==> src/rtl/core/multi_stage_overcurrent_trip_unit_macros.svh <==
// Assertion macros shared by the overcurrent trip unit RTL.
`ifndef MULTI_STAGE_OVERCURRENT_TRIP_UNIT_MACROS_SVH
`define MULTI_STAGE_OVERCURRENT_TRIP_UNIT_MACROS_SVH

// Concurrent check on the rising clock, off during reset.
`define MSOT_ASSERT(lbl, clk, rst, prop, msg) \
   lbl: assert property (@(posedge clk) disable iff (rst) prop) else $error(msg);

// Condition that must never be seen.
`define MSOT_NEVER(lbl, clk, rst, cond, msg) \
   `MSOT_ASSERT(lbl, clk, rst, !(cond), msg)

`endif

==> src/rtl/core/msot_pkg.sv <==
// Shared types and constants of the overcurrent trip unit.
`default_nettype none

package msot_pkg;

   localparam int unsigned MaxStages   = 4;
   localparam int unsigned CurW        = 16;
   localparam int unsigned MagW        = CurW + 1;
   localparam int unsigned LeakW       = 8;
   localparam int unsigned CsrIndexW   = 3;
   localparam int unsigned CsrDataW    = 64;

   typedef enum logic {
      OP_CHECK = 1'b0,
      OP_CLEAR = 1'b1
   } op_type;

   typedef enum logic [CsrIndexW-1:0] {
      CSR_STAGE_COUNT  = 3'd0,
      CSR_THRESHOLDS   = 3'd1,
      CSR_TRIP_LIMITS  = 3'd2,
      CSR_LEAK_RATES   = 3'd3
   } csr_index_type;

   // Per-stage settings seen by one stage.
   typedef struct packed {
      logic [CurW-1:0]  threshold;
      logic [CurW-1:0]  trip_limit;
      logic [LeakW-1:0] leak_rate;
   } stage_cfg_type;

   // Per-stage update produced for one item.
   typedef struct packed {
      logic [CurW-1:0] bucket;
      logic            tripped;
      logic            fault;
      logic            halt;
   } stage_out_type;

endpackage

`default_nettype wire

==> src/rtl/core/multi_stage_overcurrent_trip_unit.sv <==
// An accepted req passes through the input register, then the result register, which
// drives rsp_valid; while rsp_stall holds the result, the item waits in the input register.
// Throughput: one item per cycle unless rsp_stall holds; all stages are evaluated in
// one pass of logic between the input register and the result register, which also
// updates the buckets. Reset (synchronous, active high) clears settings, buckets, trip
// flags and valids. Settings are written through the csr port, which is always ready.
`default_nettype none
`include "multi_stage_overcurrent_trip_unit_macros.svh"

module multi_stage_overcurrent_trip_unit
   import msot_pkg::*;
#(
   parameter int unsigned STAGES = 4
)
(
   input  wire logic                  clock,
   input  wire logic                  reset,
   // item in
   input  wire logic                  req_valid,
   output logic                       req_stall,
   input  wire logic                  req_operation,
   input  wire logic signed [CurW-1:0] req_current_sample,
   // item out
   output logic                       rsp_valid,
   input  wire logic                  rsp_stall,
   output logic                       rsp_fault,
   output logic [MaxStages-1:0]       rsp_tripped_stages,
   // settings
   input  wire logic                  csr_valid,
   output logic                       csr_ready,
   input  wire logic [CsrIndexW-1:0]  csr_index,
   input  wire logic [CsrDataW-1:0]   csr_wdata
);

   localparam logic [2:0] StagesN = 3'(STAGES);

   // ---------------- settings ----------------
   logic [2:0]               stage_count_ff;
   logic [MaxStages*CurW-1:0]  thresholds_ff;
   logic [MaxStages*CurW-1:0]  trip_limits_ff;
   logic [MaxStages*LeakW-1:0] leak_rates_ff;

   assign csr_ready = 1'b1;

   always_ff @(posedge clock) begin
      if (reset) begin
         stage_count_ff <= '0;
         thresholds_ff  <= '0;
         trip_limits_ff <= '0;
         leak_rates_ff  <= '0;
      end else if (csr_valid && csr_ready) begin
         case (csr_index)
            CSR_STAGE_COUNT: stage_count_ff <= csr_wdata[2:0];
            CSR_THRESHOLDS:  thresholds_ff  <= csr_wdata;
            CSR_TRIP_LIMITS: trip_limits_ff <= csr_wdata;
            CSR_LEAK_RATES:  leak_rates_ff  <= csr_wdata[MaxStages*LeakW-1:0];
            default: ; // unknown index: write dropped
         endcase
      end
   end

   // ---------------- input register ----------------
   logic            in_valid_ff;
   logic            in_op_ff;
   logic [CurW-1:0] in_sample_ff;
   logic            advance;   // compute stage moves its item into the result register

   assign advance   = !rsp_valid || !rsp_stall;
   assign req_stall = in_valid_ff && !advance;

   always_ff @(posedge clock) begin
      if (reset) begin
         in_valid_ff <= 1'b0;
      end else if (!req_stall) begin
         in_valid_ff <= req_valid;
      end
      if (!req_stall && req_valid) begin
         in_op_ff     <= req_operation;
         in_sample_ff <= req_current_sample;
      end
   end

   // ---------------- stage evaluation ----------------
   // Magnitude is 17 bits so the most negative sample reads as 32768.
   logic [MagW-1:0] magnitude;
   logic [2:0]      active_count;
   logic [CurW-1:0] bucket_ff [STAGES];
   logic [STAGES-1:0] tripped_ff;
   stage_out_type   stage_out [STAGES];
   logic [STAGES:0] run;          // no earlier instant trip
   logic [STAGES-1:0] stage_fault;
   logic [STAGES-1:0] tripped_next;

   assign magnitude    = in_sample_ff[CurW-1] ? MagW'(0) - {1'b1, in_sample_ff}
                                              : {1'b0, in_sample_ff};
   assign active_count = (stage_count_ff > StagesN) ? StagesN : stage_count_ff;
   assign run[0]       = 1'b1;

   for (genvar i = 0; i < STAGES; i++) begin : g_stage
      stage_cfg_type cfg;
      logic          active;

      assign cfg.threshold  = thresholds_ff[CurW*i +: CurW];
      assign cfg.trip_limit = trip_limits_ff[CurW*i +: CurW];
      assign cfg.leak_rate  = leak_rates_ff[LeakW*i +: LeakW];
      assign active         = run[i] && (3'(i) < active_count);

      msot_stage u_stage (
         .active    (active),
         .magnitude (magnitude),
         .cfg       (cfg),
         .bucket    (bucket_ff[i]),
         .tripped   (tripped_ff[i]),
         .result    (stage_out[i])
      );

      assign run[i+1]        = run[i] && !stage_out[i].halt;
      assign stage_fault[i]  = stage_out[i].fault;
      assign tripped_next[i] = stage_out[i].tripped;
   end

   // ---------------- state and result registers ----------------
   logic                 fire;   // item leaves the input register this cycle
   logic                 rsp_valid_ff;
   logic                 rsp_fault_ff;
   logic [MaxStages-1:0] rsp_tripped_ff;

   assign fire = in_valid_ff && advance;

   always_ff @(posedge clock) begin
      if (reset) begin
         tripped_ff <= '0;
         for (int i = 0; i < STAGES; i++) begin
            bucket_ff[i] <= '0;
         end
      end else if (fire) begin
         if (in_op_ff == OP_CLEAR) begin
            tripped_ff <= '0;
            for (int i = 0; i < STAGES; i++) begin
               bucket_ff[i] <= '0;
            end
         end else begin
            tripped_ff <= tripped_next;
            for (int i = 0; i < STAGES; i++) begin
               bucket_ff[i] <= stage_out[i].bucket;
            end
         end
      end
   end

   always_ff @(posedge clock) begin
      if (reset) begin
         rsp_valid_ff <= 1'b0;
      end else if (advance) begin
         rsp_valid_ff <= in_valid_ff;
      end
      if (fire) begin
         if (in_op_ff == OP_CLEAR) begin
            rsp_fault_ff   <= 1'b0;
            rsp_tripped_ff <= '0;
         end else begin
            rsp_fault_ff   <= |stage_fault;
            rsp_tripped_ff <= MaxStages'(tripped_next);
         end
      end
   end

   assign rsp_valid          = rsp_valid_ff;
   assign rsp_fault          = rsp_fault_ff;
   assign rsp_tripped_stages = rsp_tripped_ff;

   // ---------------- checks ----------------
   `MSOT_ASSERT(a_clear_result, clock, reset,
      (fire && in_op_ff == OP_CLEAR) |=> (!rsp_fault && rsp_tripped_stages == '0),
      "clear item gave nonzero result")
   `MSOT_ASSERT(a_fault_has_flag, clock, reset,
      (rsp_valid && rsp_fault) |-> (rsp_tripped_stages != '0),
      "fault without a latched trip flag")
   `MSOT_ASSERT(a_flag_fall_on_clear, clock, reset,
      (|($past(tripped_ff) & ~tripped_ff)) |-> $past(fire && in_op_ff == OP_CLEAR),
      "trip flag dropped without clear")
   `MSOT_NEVER(a_stall_when_empty, clock, reset, !in_valid_ff && req_stall,
      "stall with empty input register")

endmodule

`default_nettype wire

==> src/rtl/core/msot_stage.sv <==
// One protection stage: threshold compare and leaky-bucket update.
`default_nettype none

module msot_stage
   import msot_pkg::*;
(
   input  wire logic            active,
   input  wire logic [MagW-1:0] magnitude,
   input  wire stage_cfg_type   cfg,
   input  wire logic [CurW-1:0] bucket,
   input  wire logic            tripped,
   output stage_out_type        result
);

   logic            above;
   logic [CurW-1:0] leak_ext;

   assign above    = magnitude > {1'b0, cfg.threshold};
   assign leak_ext = CurW'(cfg.leak_rate);

   always_comb begin
      result.bucket  = bucket;
      result.tripped = tripped;
      result.fault   = 1'b0;
      result.halt    = 1'b0;
      if (active) begin
         if (above) begin
            if (cfg.trip_limit == '0) begin
               // instant trip, later stages skipped
               result.tripped = 1'b1;
               result.fault   = 1'b1;
               result.halt    = 1'b1;
            end else if (bucket < cfg.trip_limit) begin
               result.bucket = bucket + CurW'(1);
            end else begin
               result.tripped = 1'b1;
               result.fault   = 1'b1;
            end
         end else if (bucket != '0 && !tripped) begin
            result.bucket = (bucket >= leak_ext) ? bucket - leak_ext : '0;
         end
      end
   end

endmodule

`default_nettype wire
==> config.mk <==
export PLATFORM = sky130hd
export DESIGN_NAME = multi_stage_overcurrent_trip_unit
export DESIGN_NICKNAME = d
export VERILOG_FILES = /design/src/rtl/core/msot_pkg.sv /design/src/rtl/core/multi_stage_overcurrent_trip_unit.sv /design/src/rtl/core/msot_stage.sv
export VERILOG_INCLUDE_DIRS = /design/src /design/src/rtl/core
export SDC_FILE = /design/constraint.sdc
export NUM_CORES = 1
export LEC_CHECK = 0
export BUFFER_PORTS_ARGS = -buffer_cell sky130_fd_sc_hd__buf_2
export CAP_MARGIN = 10
export CORE_MARGIN = 2
export CORE_UTILIZATION = 34
export DETAILED_ROUTE_END_ITERATION = 6
export PLACE_DENSITY = 0.53
export RECOVER_POWER = 100
export SLEW_MARGIN = 20
export SYNTH_ARGS = -nofsm -noshare
export SYNTH_HDL_FRONTEND = slang
export SYNTH_SLANG_ARGS = --single-unit
export TNS_END_PERCENT = 1
==> constraint.sdc <==
create_clock -name clock -period 8.1 [get_ports clock]
set_input_delay 0.81 -clock clock [delete_from_list [all_inputs] [get_ports clock]]
set_output_delay 0.81 -clock clock [all_outputs]
set_load 0.005 [all_outputs]
==> impl_metrics.toml, run 1 <==
[status]
status = "finished, violations left"
violations = "max-capacitance violations, max-slew violations"

[timing]
tightest_slew_ns = 4.20
fin_setup_tns_ns = 0
clock_skew_ns = 0.0291
rsz0062_at_grt = "false"
slew_viol_final = 195
relSlewSlack = -1.80
hold_ws_ns = 0.395
layout_setup_ws_ns = 2.17
period_share = 0.733
period_needed_ns = 5.93
clock.fmax_ghz = 0.169
finalSetupViolCount = 0
final_hold_viol_count = 0

[yosys]
yosysSeqAreaShare = 0.353
yosysTopAreaCellShare = 0.225
ys_types = 87
syn_area_um2 = 16500
synth_cells = 2072
ys.flop_type = "dfxtp_1"
synth_seq_cells = 255
yosys_warnings = 0
avgSynthCellArea_um2 = 7.95
synth_common_cells = "403 x nand2_1, 241 x a21oi_1, 197 x inv_1, 185 x dfxtp_1, 165 x ha_1"
synth_top_area_cell = "dfxtp_1"
async_flop_share = 0
synth_edf_count = 70
synth_fp_nets = 2330
yosysMostFrequentCell = "nand2_1"
synth_area_leaders = "dfxtp_1 22%, edfxtp_1 13%, ha_1 13%"

[route]
post_drt_wl_per_cell_um = 18.9
drtAntennaViolNets = 0
drt_first_pass_iters = 5
vias_per_cell = 5.45
drc = 0
vias = 15100
drt_iter0_drc = 961
wl_mm = 52.3

[clock_network]
insertion_delay_ns = 0.60
cts_hold_buf = 0
htree_levels = 1
cts.sinks = 255
cts_root_buf = "clkbuf_16"
ctsResizeCount = 0
numCtsBuffers = 31
cts_tree = "built"
clk_transition_reported_paths_ns = 0.06
clk_path_buf_depth = 3
cts_setup_buffers = 0

[setup_path]
worstReg2RegStart = "in_sample_ff[7]"
criticalPathCategory = "reg2reg"
cp.arrival_ns = 6.13
cp_slowest_stage_delay_ns = 0.78
r2r-end = "bucket_ff[3][3]"
critPathRequiredTime_ns = 8.29
end_kind = "flip-flop"
critPathMaxFanout = 24
cp_slowest_cell = "clkbuf_1"
worstRegToRegCells = 14
regToRegSetupSlack_ns = 2.17
crit_path_start_kind = "flip-flop"
path_cells = "or4_1 -> or3_1 -> o41ai_1 -> xnor2_1 -> ha_1 -> nand4_1 -> or2_0 -> nor3_1 -> clkinv_1 -> nand2_1 -> o211a_1 -> o21ai_0 -> a21oi_1 -> clkbuf_1"

[cells_and_area]
finalNonFillerCells = 2774
drive_gt1_frac = 0.0806
diodes = 0
area_growth_syn_to_layout_pct = 12.3
fin_util = 0.387
stdcell_area_um2 = 18500
nets = 2392
fill_cells = 4906

[job]
drv_cap = 3

[die]
die_y_um = 224
initial_core_util = 0.345
ios = 97
core_um2 = 47700
fp-row-count = 80
die-area_um2 = 50200
die_w_um = 224

[global_routing]
grt_pass1_vias = 14600
antenna_found_initial = 0
grt_max_degree = 92
grt_usage = 0.206
grt_pass1_wl_mm = 81.9
gr-total-overflow = 0

[placement]
place_inst = 2716
hpwl_mm = 38.9
placed_area_um2 = 17500
post-place-ws_ns = 2.97
numPortBuffers = 95
gp_congestion = 0.903

[pwr]
power_density_nw_per_um2 = 183
p_total_mw = 3.39
ir_drop_mv = 0.187
p_leak_nw = 6.69

[worst_hold_path]
hold_depth = 1
min_from = "req_operation"
hold_end = "in_op_ff"
hold_path.class = "in2reg"
[worst max path at each step]
stage	slack [ns]	cells after the start	end	startpoint
finish	2.17	14	bucket_ff[3][3]	in_sample_ff[7]
global route	1.71	15	bucket_ff[3][11]	in_sample_ff[3]
detailed placement	2.97	14	bucket_ff[3][5]	in_sample_ff[7]
CTS	2.94	14	bucket_ff[3][3]	in_sample_ff[7]
floorplan	3.25	13	bucket_ff[0][0]	in_sample_ff[7]
global placement	3.09	14	bucket_ff[3][3]	in_sample_ff[7]
[cell families (layout without fill, tap and decap cells)]
group           count (synthesis)  after routing  share of synthesized area
compound gates                500            500                      0.189
xor+xnor                       51             51                     0.0271
fa+ha+maj                     169            169                      0.130
buf+inv                       283            370                     0.0656
flops                         255            255                      0.353
mux                            11             11                    0.00676
other cells                     1              1                   0.000228
simple gates                  802            802                      0.228
[metal layers]
| layer | part of all wire | routed length, um | GRT usage |
|---|---|---|---|
| met1 | 0.47 | 24500 | 0.282 |
| met2 | 0.45 | 23700 | 0.337 |
| met3 | 0.044 | 2290 | 0.0182 |
| met4 | 0.035 | 1810 | 0.0735 |
| met5 | 0 | 0 | 0 |
[where the power goes]
part           internal [mW]  switching (mW)
registers               1.35          0.0549
logic                  0.217           0.383
clock network          0.800           0.585
total                   2.37            1.02
[flip-flops by register name (all words and copies together), names as in the netlist]
register and flops:
in_sample_ff 16, thresholds_ff 64, in_valid_ff 1, leak_rates_ff 32, stage_count_ff 3, rsp_fault 1
trip_limits_ff 64, rsp_valid 1, in_op_ff 1, rsp_tripped_stages 4, bucket_ff 64, tripped_ff 4
[placed cells by master, fill, tap and decap left out, drive strengths merged, types with 7 or more instances in the layout]
master  count
xnor2      34
nor2       93
nand4      41
nor4       40
mux2i      10
nand3      70
and3       23
xor2       17
o21ai      62
a21oi     242
a21o       31
and2        7
a221oi      8
nor2b      14
nor3       38
ha        165
and4        8
buf        97
or3        14
a211oi     25
nand2     403
nand2b     17
a22oi       7
a31oi       9
or4        10
or2        10
o21a       20
clkinv     13
edfxtp     70
clkbuf     59
inv       199
dfxtp     185
o31ai      10
o211ai     11
[critical path, delay by kind of cell (launching register included)]
| family | cells | cell delay [ns] |
|---|---|---|
| AND/OR/NAND/NOR | 6 | 2.52 |
| buffers and inverters | 2 | 1.08 |
| AO/OA/AOI/OAI | 4 | 0.86 |
| flip-flops | 1 | 0.43 |
| adder cells (fa/ha/maj) | 1 | 0.37 |
| XOR/XNOR | 1 | 0.26 |
[cell type report]
cell class | count | area (um2) | area share
Clock buffer | 43 | 892 | 0.0482
Sequential cell | 255 | 5810 | 0.314
Clock inverter | 15 | 114 | 0.00616
Multi-Input combinational cell | 1534 | 9590 | 0.519
Tap cell | 615 | 769 | 0.0416
Timing Repair Buffer | 113 | 572 | 0.0309
Inverter | 199 | 747 | 0.0404
No activity file was read; power rests on OpenSTA's default activity.
==> inputs of run 2 (changes only) <==
ABC_AREA = 1   (was not set)
clock period = 5.7 ns   (was 8.1 ns; I/O delays follow)
==> impl_metrics.toml, run 2 <==
[status]
status = "finished, violations left"
violations = "max-capacitance violations, max-slew violations"

[placement]
numPortBuffers = 95
placed_area_um2 = 17700
gp_congestion = 0.893
hpwl_mm = 38.3

[timing]
period_share = 0.859
finalSetupViolCount = 0
relSlewSlack = -0.415
rsz0062_at_grt = "false"
clock.fmax_ghz = 0.204
fin_setup_tns_ns = 0
final_hold_viol_count = 0
period_needed_ns = 4.89
clock_skew_ns = 0.0186
tightest_slew_ns = 2.11
slew_viol_final = 177

[clock_network]
cts_tree = "built"
cts_root_buf = "clkbuf_16"
htree_levels = 1
cts_hold_buf = 0
cts_setup_buffers = 0
clk_path_buf_depth = 3
clk_transition_reported_paths_ns = 0.06
ctsResizeCount = 0
insertion_delay_ns = 0.59
numCtsBuffers = 31
cts.sinks = 255

[global_routing]
gr-total-overflow = 0
antenna_found_initial = 0
grt_pass1_vias = 14600
grt_max_degree = 111
grt_pass1_wl_mm = 79.2
grt_usage = 0.196

[cells_and_area]
area_growth_syn_to_layout_pct = 12.1
ff_latch_area_um2 = 5810
fill_cells = 5113
multi_input_area_um2 = 9230
layout_commonest_cell = "inv_1"
top_regs = "bucket_ff (64), thresholds_ff (64), trip_limits_ff (64)"
nets = 2584
final_cell_mix = "337 x inv_1, 311 x nand2_1, 282 x a21oi_1, 234 x o21ai_0, 207 x nor2_1"
diodes = 0
stdcell_area_um2 = 18700
drive_gt1_frac = 0.0770

[yosys]
synth_edf_count = 70
synth_seq_cells = 255
synth_area_leaders = "dfxtp_1 22%, edfxtp_1 13%, ha_1 12%"
synth_top_area_cell = "dfxtp_1"
yosysSeqAreaShare = 0.348
avgSynthCellArea_um2 = 7.35
synth_compound_area_frac = 0.180
ys_types = 56
synth_cells = 2268
ys.flop_type = "dfxtp_1"
yosysTopAreaCellShare = 0.222
yosys_warnings = 0
synthMuxAreaShare = 0
syn_area_um2 = 16700
synth_fa_ha_area_frac = 0.129
synth-simple-area-share = 0.212
synth_common_cells = "338 x inv_1, 309 x nand2_1, 282 x a21oi_1, 233 x o21ai_0, 205 x nor2_1"
async_flop_share = 0
synthXorXnorAreaFrac = 0.0336
synth_top_family_by_area = "simple AND/OR/NAND/NOR gates"
yosysMostFrequentCell = "inv_1"
synth_fp_nets = 2526

[die]
die_w_um = 225
die-area_um2 = 50800
core_um2 = 48600
die_y_um = 225
initial_core_util = 0.343
ios = 97
fp-row-count = 81

[pwr]
ir_drop_mv = 0.219
p_leak_nw = 7.91
power_density_nw_per_um2 = 278

[setup_path]
critPathRequiredTime_ns = 5.89
critPathMaxFanout = 25
cp-startpoint = "in_sample_ff[0]"
crit_path_start_kind = "flip-flop"
r2r-end = "bucket_ff[3][7]"
regToRegSetupSlack_ns = 0.81
criticalPathCategory = "reg2reg"
cp.arrival_ns = 5.09
cp-endpoint = "bucket_ff[3][7]"
worstReg2RegStart = "in_sample_ff[0]"
end_kind = "flip-flop"
worstRegToRegCells = 21

[route]
drtAntennaViolNets = 0
vias_per_cell = 5.14
drt_first_pass_iters = 5
drt_iter0_drc = 1029
post_drt_wl_per_cell_um = 16.8
vias = 15300
drc = 0
wl_mm = 50.0

[worst_hold_path]
hold_path.class = "in2reg"

[job]
drv_cap = 2
==> run 2: cell types whose count changed after synthesis, moves of 17 or more <==
cell / previous run / this run
o21ai_0: 48 / 233
xnor2_1: 34 / 11
xor2_1: 17 / 53
and3_1: 23 / 2
a21oi_1: 241 / 282
nand3_1: 70 / 103
a21o_1: 31 / 3
nor2_1: 92 / 205
a211oi_1: 25 / 2
nor4_1: 40 / 20
nand2b_1: 17 / 0
nand2_1: 403 / 309
inv_1: 197 / 338
a31oi_1: 9 / 29
==> run 2: where the power goes <==
group	switching [mW]	internal, mW
clock network	0.799	1.26
registers	0.0940	1.95
logic	0.704	0.383
==> run 2: worst min-delay path by stage <==
stage / from / endpoint / slack (ns) / depth (start not counted)
2_1_floorplan: leak_rates_ff[16] / leak_rates_ff[16] / 0.43 / 2
3_3_place_gp: leak_rates_ff[24] / leak_rates_ff[24] / 0.44 / 2
3_5_place_dp: leak_rates_ff[24] / leak_rates_ff[24] / 0.44 / 2
4_1_cts: req_current_sample[14] / in_sample_ff[14] / 0.13 / 1
5_1_grt: req_current_sample[11] / in_sample_ff[11] / 0.14 / 1
6_report: req_current_sample[14] / in_sample_ff[14] / 0.16 / 1
==> run 2: metal layers <==
layer	part of all wire	vias up	wire length, um	track usage
li1	-	7729	-	-
met1	0.48	7160	23900	0.266
met2	0.45	322	22700	0.329
met3	0.041	78	2050	0.0219
met4	0.026	0	1320	0.0545
met5	0	-	0	0
==> run 2: metrics by stage <==
| step | util | setup slack [ns] | total power [mW] | hold WS [ns] | instances |
|---|---|---|---|---|---|
| CTS | 0.386 | 0.794 | 5.25 | 0.130 | 2973 |
| floorplan | - | 1.57 | 2.84 | 0.427 | 2268 |
| finish | 0.384 | 0.806 | 5.19 | 0.156 | 2973 |
| detailed placement | 0.364 | 0.818 | 3.17 | 0.444 | 2915 |
| global route | 0.384 | 0.0902 | 5.49 | 0.140 | 2973 |
| global placement | 0.364 | 0.917 | 3.15 | 0.444 | 2915 |
==> run 2: critical path, stage by stage, from the launching register on <==
cell	delay, ns
edfxtp_1	0.38
inv_1	0.22
ha_1	0.19
inv_1	0.05
nor3_1	0.19
nand2_1	0.11
nor2_1	0.14
nand2_1	0.11
o31ai_1	0.24
xnor2_1	0.29
ha_1	0.35
a21oi_1	0.14
o21ai_0	0.10
a211oi_1	0.22
nand3_1	0.09
nand2_1	0.06
buf_4	0.25
inv_1	0.26
nand2_1	0.12
nand3_1	0.08
a21oi_1	0.13
clkbuf_1	0.77
==> run 2: logic make-up (layout without fill, tap and decap cells) <==
group / count (synthesis) / after routing
AND/OR/NAND/NOR: 782 / 782
AO/OA/AOI/OAI: 575 / 575
buffers and inverters: 422 / 505
flip-flops: 255 / 255
adder cells (fa/ha/maj): 169 / 169
XOR/XNOR: 64 / 64
other: 1 / 1
==> run 2: final cells by class <==
| class | count | area share |
|---|---|---|
| Clock buffer | 51 | 0.0527 |
| Clock inverter | 7 | 0.00475 |
| Inverter | 342 | 0.0688 |
| Multi-Input combinational cell | 1591 | 0.494 |
| Sequential cell | 255 | 0.311 |
| Tap cell | 622 | 0.0416 |
| Timing Repair Buffer | 105 | 0.0279 |
==> inputs of run 3 (changes only) <==
CORE_MARGIN = not set   (was 2)
PLACE_DENSITY = 0.52   (was 0.53)
SYNTH_HIERARCHICAL = 1   (was not set)
==> impl_metrics.toml, run 3 <==
[setup_path]
criticalPathCategory = "reg2reg"
cp_num_buf_inv = 9
cp_slowest_stage_delay_ns = 0.38
critPathMaxFanout = 7
cp_slowest_cell = "edfxtp_1"
critPathRequiredTime_ns = 6.02
critPathTopFamily = "simple AND/OR/NAND/NOR gates"
end_kind = "flip-flop"
cp.arrival_ns = 5.48
crit_path_start_kind = "flip-flop"

[pwr]
power_density_nw_per_um2 = 236
ir_drop_mv = 0.233
p_leak_nw = 9.75
p_total_mw = 5.14

[cells_and_area]
stdcell_area_um2 = 21800
finalNonFillerCells = 3857
top_regs = "bucket_ff (64), thresholds_ff (64), trip_limits_ff (64)"
fin_util = 0.377
diodes = 0
layout_commonest_cell = "nor2_1"
area_growth_syn_to_layout_pct = 9.70
fill_cells = 6381
ff_latch_area_um2 = 5810
final_cell_mix = "623 x nor2_1, 567 x nand2_1, 429 x inv_1, 204 x o21ai_0, 197 x nand3_1"
multi_input_area_um2 = 11600
nets = 3326
drive_gt1_frac = 0.0986

[timing]
period_share = 0.906
clock.fmax_ghz = 0.194
finalSetupViolCount = 0
clock_skew_ns = 0.0130
slew_viol_final = 223
fin_setup_tns_ns = 0
tightest_slew_ns = 2.47
final_hold_viol_count = 0
relSlewSlack = -0.645
rsz0062_at_grt = "false"
period_needed_ns = 5.16

[die]
initial_core_util = 0.344
core_um2 = 57700
die_w_um = 244
ios = 97
die_y_um = 244
die-area_um2 = 59400
fp-row-count = 88

[yosys]
synth_cells = 2987
yosys_warnings = 6
syn_area_um2 = 19900
avgSynthCellArea_um2 = 6.65

[route]
vias = 19000
drtAntennaViolNets = 0
drt_first_pass_iters = 5
vias_per_cell = 4.93
drt_iter0_drc = 1381
wl_mm = 63.4
drc = 0
post_drt_wl_per_cell_um = 16.4

[status]
status = "finished, violations left"
violations = "max-capacitance violations, max-slew violations"

[global_routing]
grt_pass1_wl_mm = 100
grt_usage = 0.211
antenna_found_initial = 3
grt_max_degree = 144
gr-total-overflow = 0
grt_pass1_vias = 18100

[clock_network]
cts_setup_buffers = 0
htree_levels = 1
cts_hold_buf = 0
cts_tree = "built"
insertion_delay_ns = 0.59
clk_transition_reported_paths_ns = 0.07
cts.sinks = 255
clk_path_buf_depth = 3
numCtsBuffers = 31
cts_root_buf = "clkbuf_16"

[placement]
hpwl_mm = 48.6
place_inst = 3800
numPortBuffers = 95
gp_congestion = 0.893
placed_area_um2 = 20800

[job]
drv_cap = 3

[worst_hold_path]
hold_path.class = "in2reg"
[run 3: metrics by stage]
step,hold WS (ns),worst slack [ns]
after floorplan,0.423,0.274
after global placement,0.434,0.303
after detailed placement,0.448,0.155
after CTS,0.109,0.124
after global routing,0.129,0.00829
final,0.150,0.538
[run 3: path summary, 6_finish.rpt]
kind / start / to / slack (ns) / cells after the start
min reg2reg: stage_count_ff[0] / stage_count_ff[0] / 0.46 / 2
max: in_sample_ff[0] / bucket_ff[3][8] / 0.54 / 38
min: req_operation / in_op_ff / 0.15 / 1
max reg2reg: in_sample_ff[0] / bucket_ff[3][8] / 0.54 / 38
[run 3: area by class of cell]
type / instances / share of cell area
Multi-Input combinational cell: 2198 / 0.533
Timing Repair Buffer: 127 / 0.0316
Sequential cell: 255 / 0.267
Inverter: 455 / 0.0792
Clock inverter: 20 / 0.00603
Tap cell: 765 / 0.0440
Clock buffer: 37 / 0.0400
[run 3: report_power, final]
part / internal [mW] / switching, mW / total, mW / leakage, nW
combinational: 0.396 / 0.758 / 1.15 / 7.03
clock: 1.10 / 0.863 / 1.96 / 0.500
sequential: 1.94 / 0.0883 / 2.03 / 2.23
total: 3.43 / 1.71 / 5.14 / 9.75
[run 3: worst reg2reg max path: cells and delay by family, from the launching register on]
family,cells,cell delay [ns]
compound gates,1,0.17
xor+xnor,2,0.47
fa+ha+maj,2,0.47
buf+inv,9,0.83
flops,1,0.38
simple gates,24,2.58
[run 3: timing repair]
item | in CTS | in global routing
resized for setup | 0 | 8
endpoints found under the hold margin | 0 | 0
endpoints found under the setup margin | 0 | 19
[run 3: layer usage]
| metal | vias up | wire [um] | GRT usage |
|---|---|---|---|
| met5 | - | 0 | 0 |
| met2 | 444 | 28700 | 0.347 |
| met4 | 0 | 1220 | 0.0482 |
| met3 | 58 | 3090 | 0.0234 |
| li1 | 9709 | - | - |
| met1 | 8816 | 30400 | 0.294 |
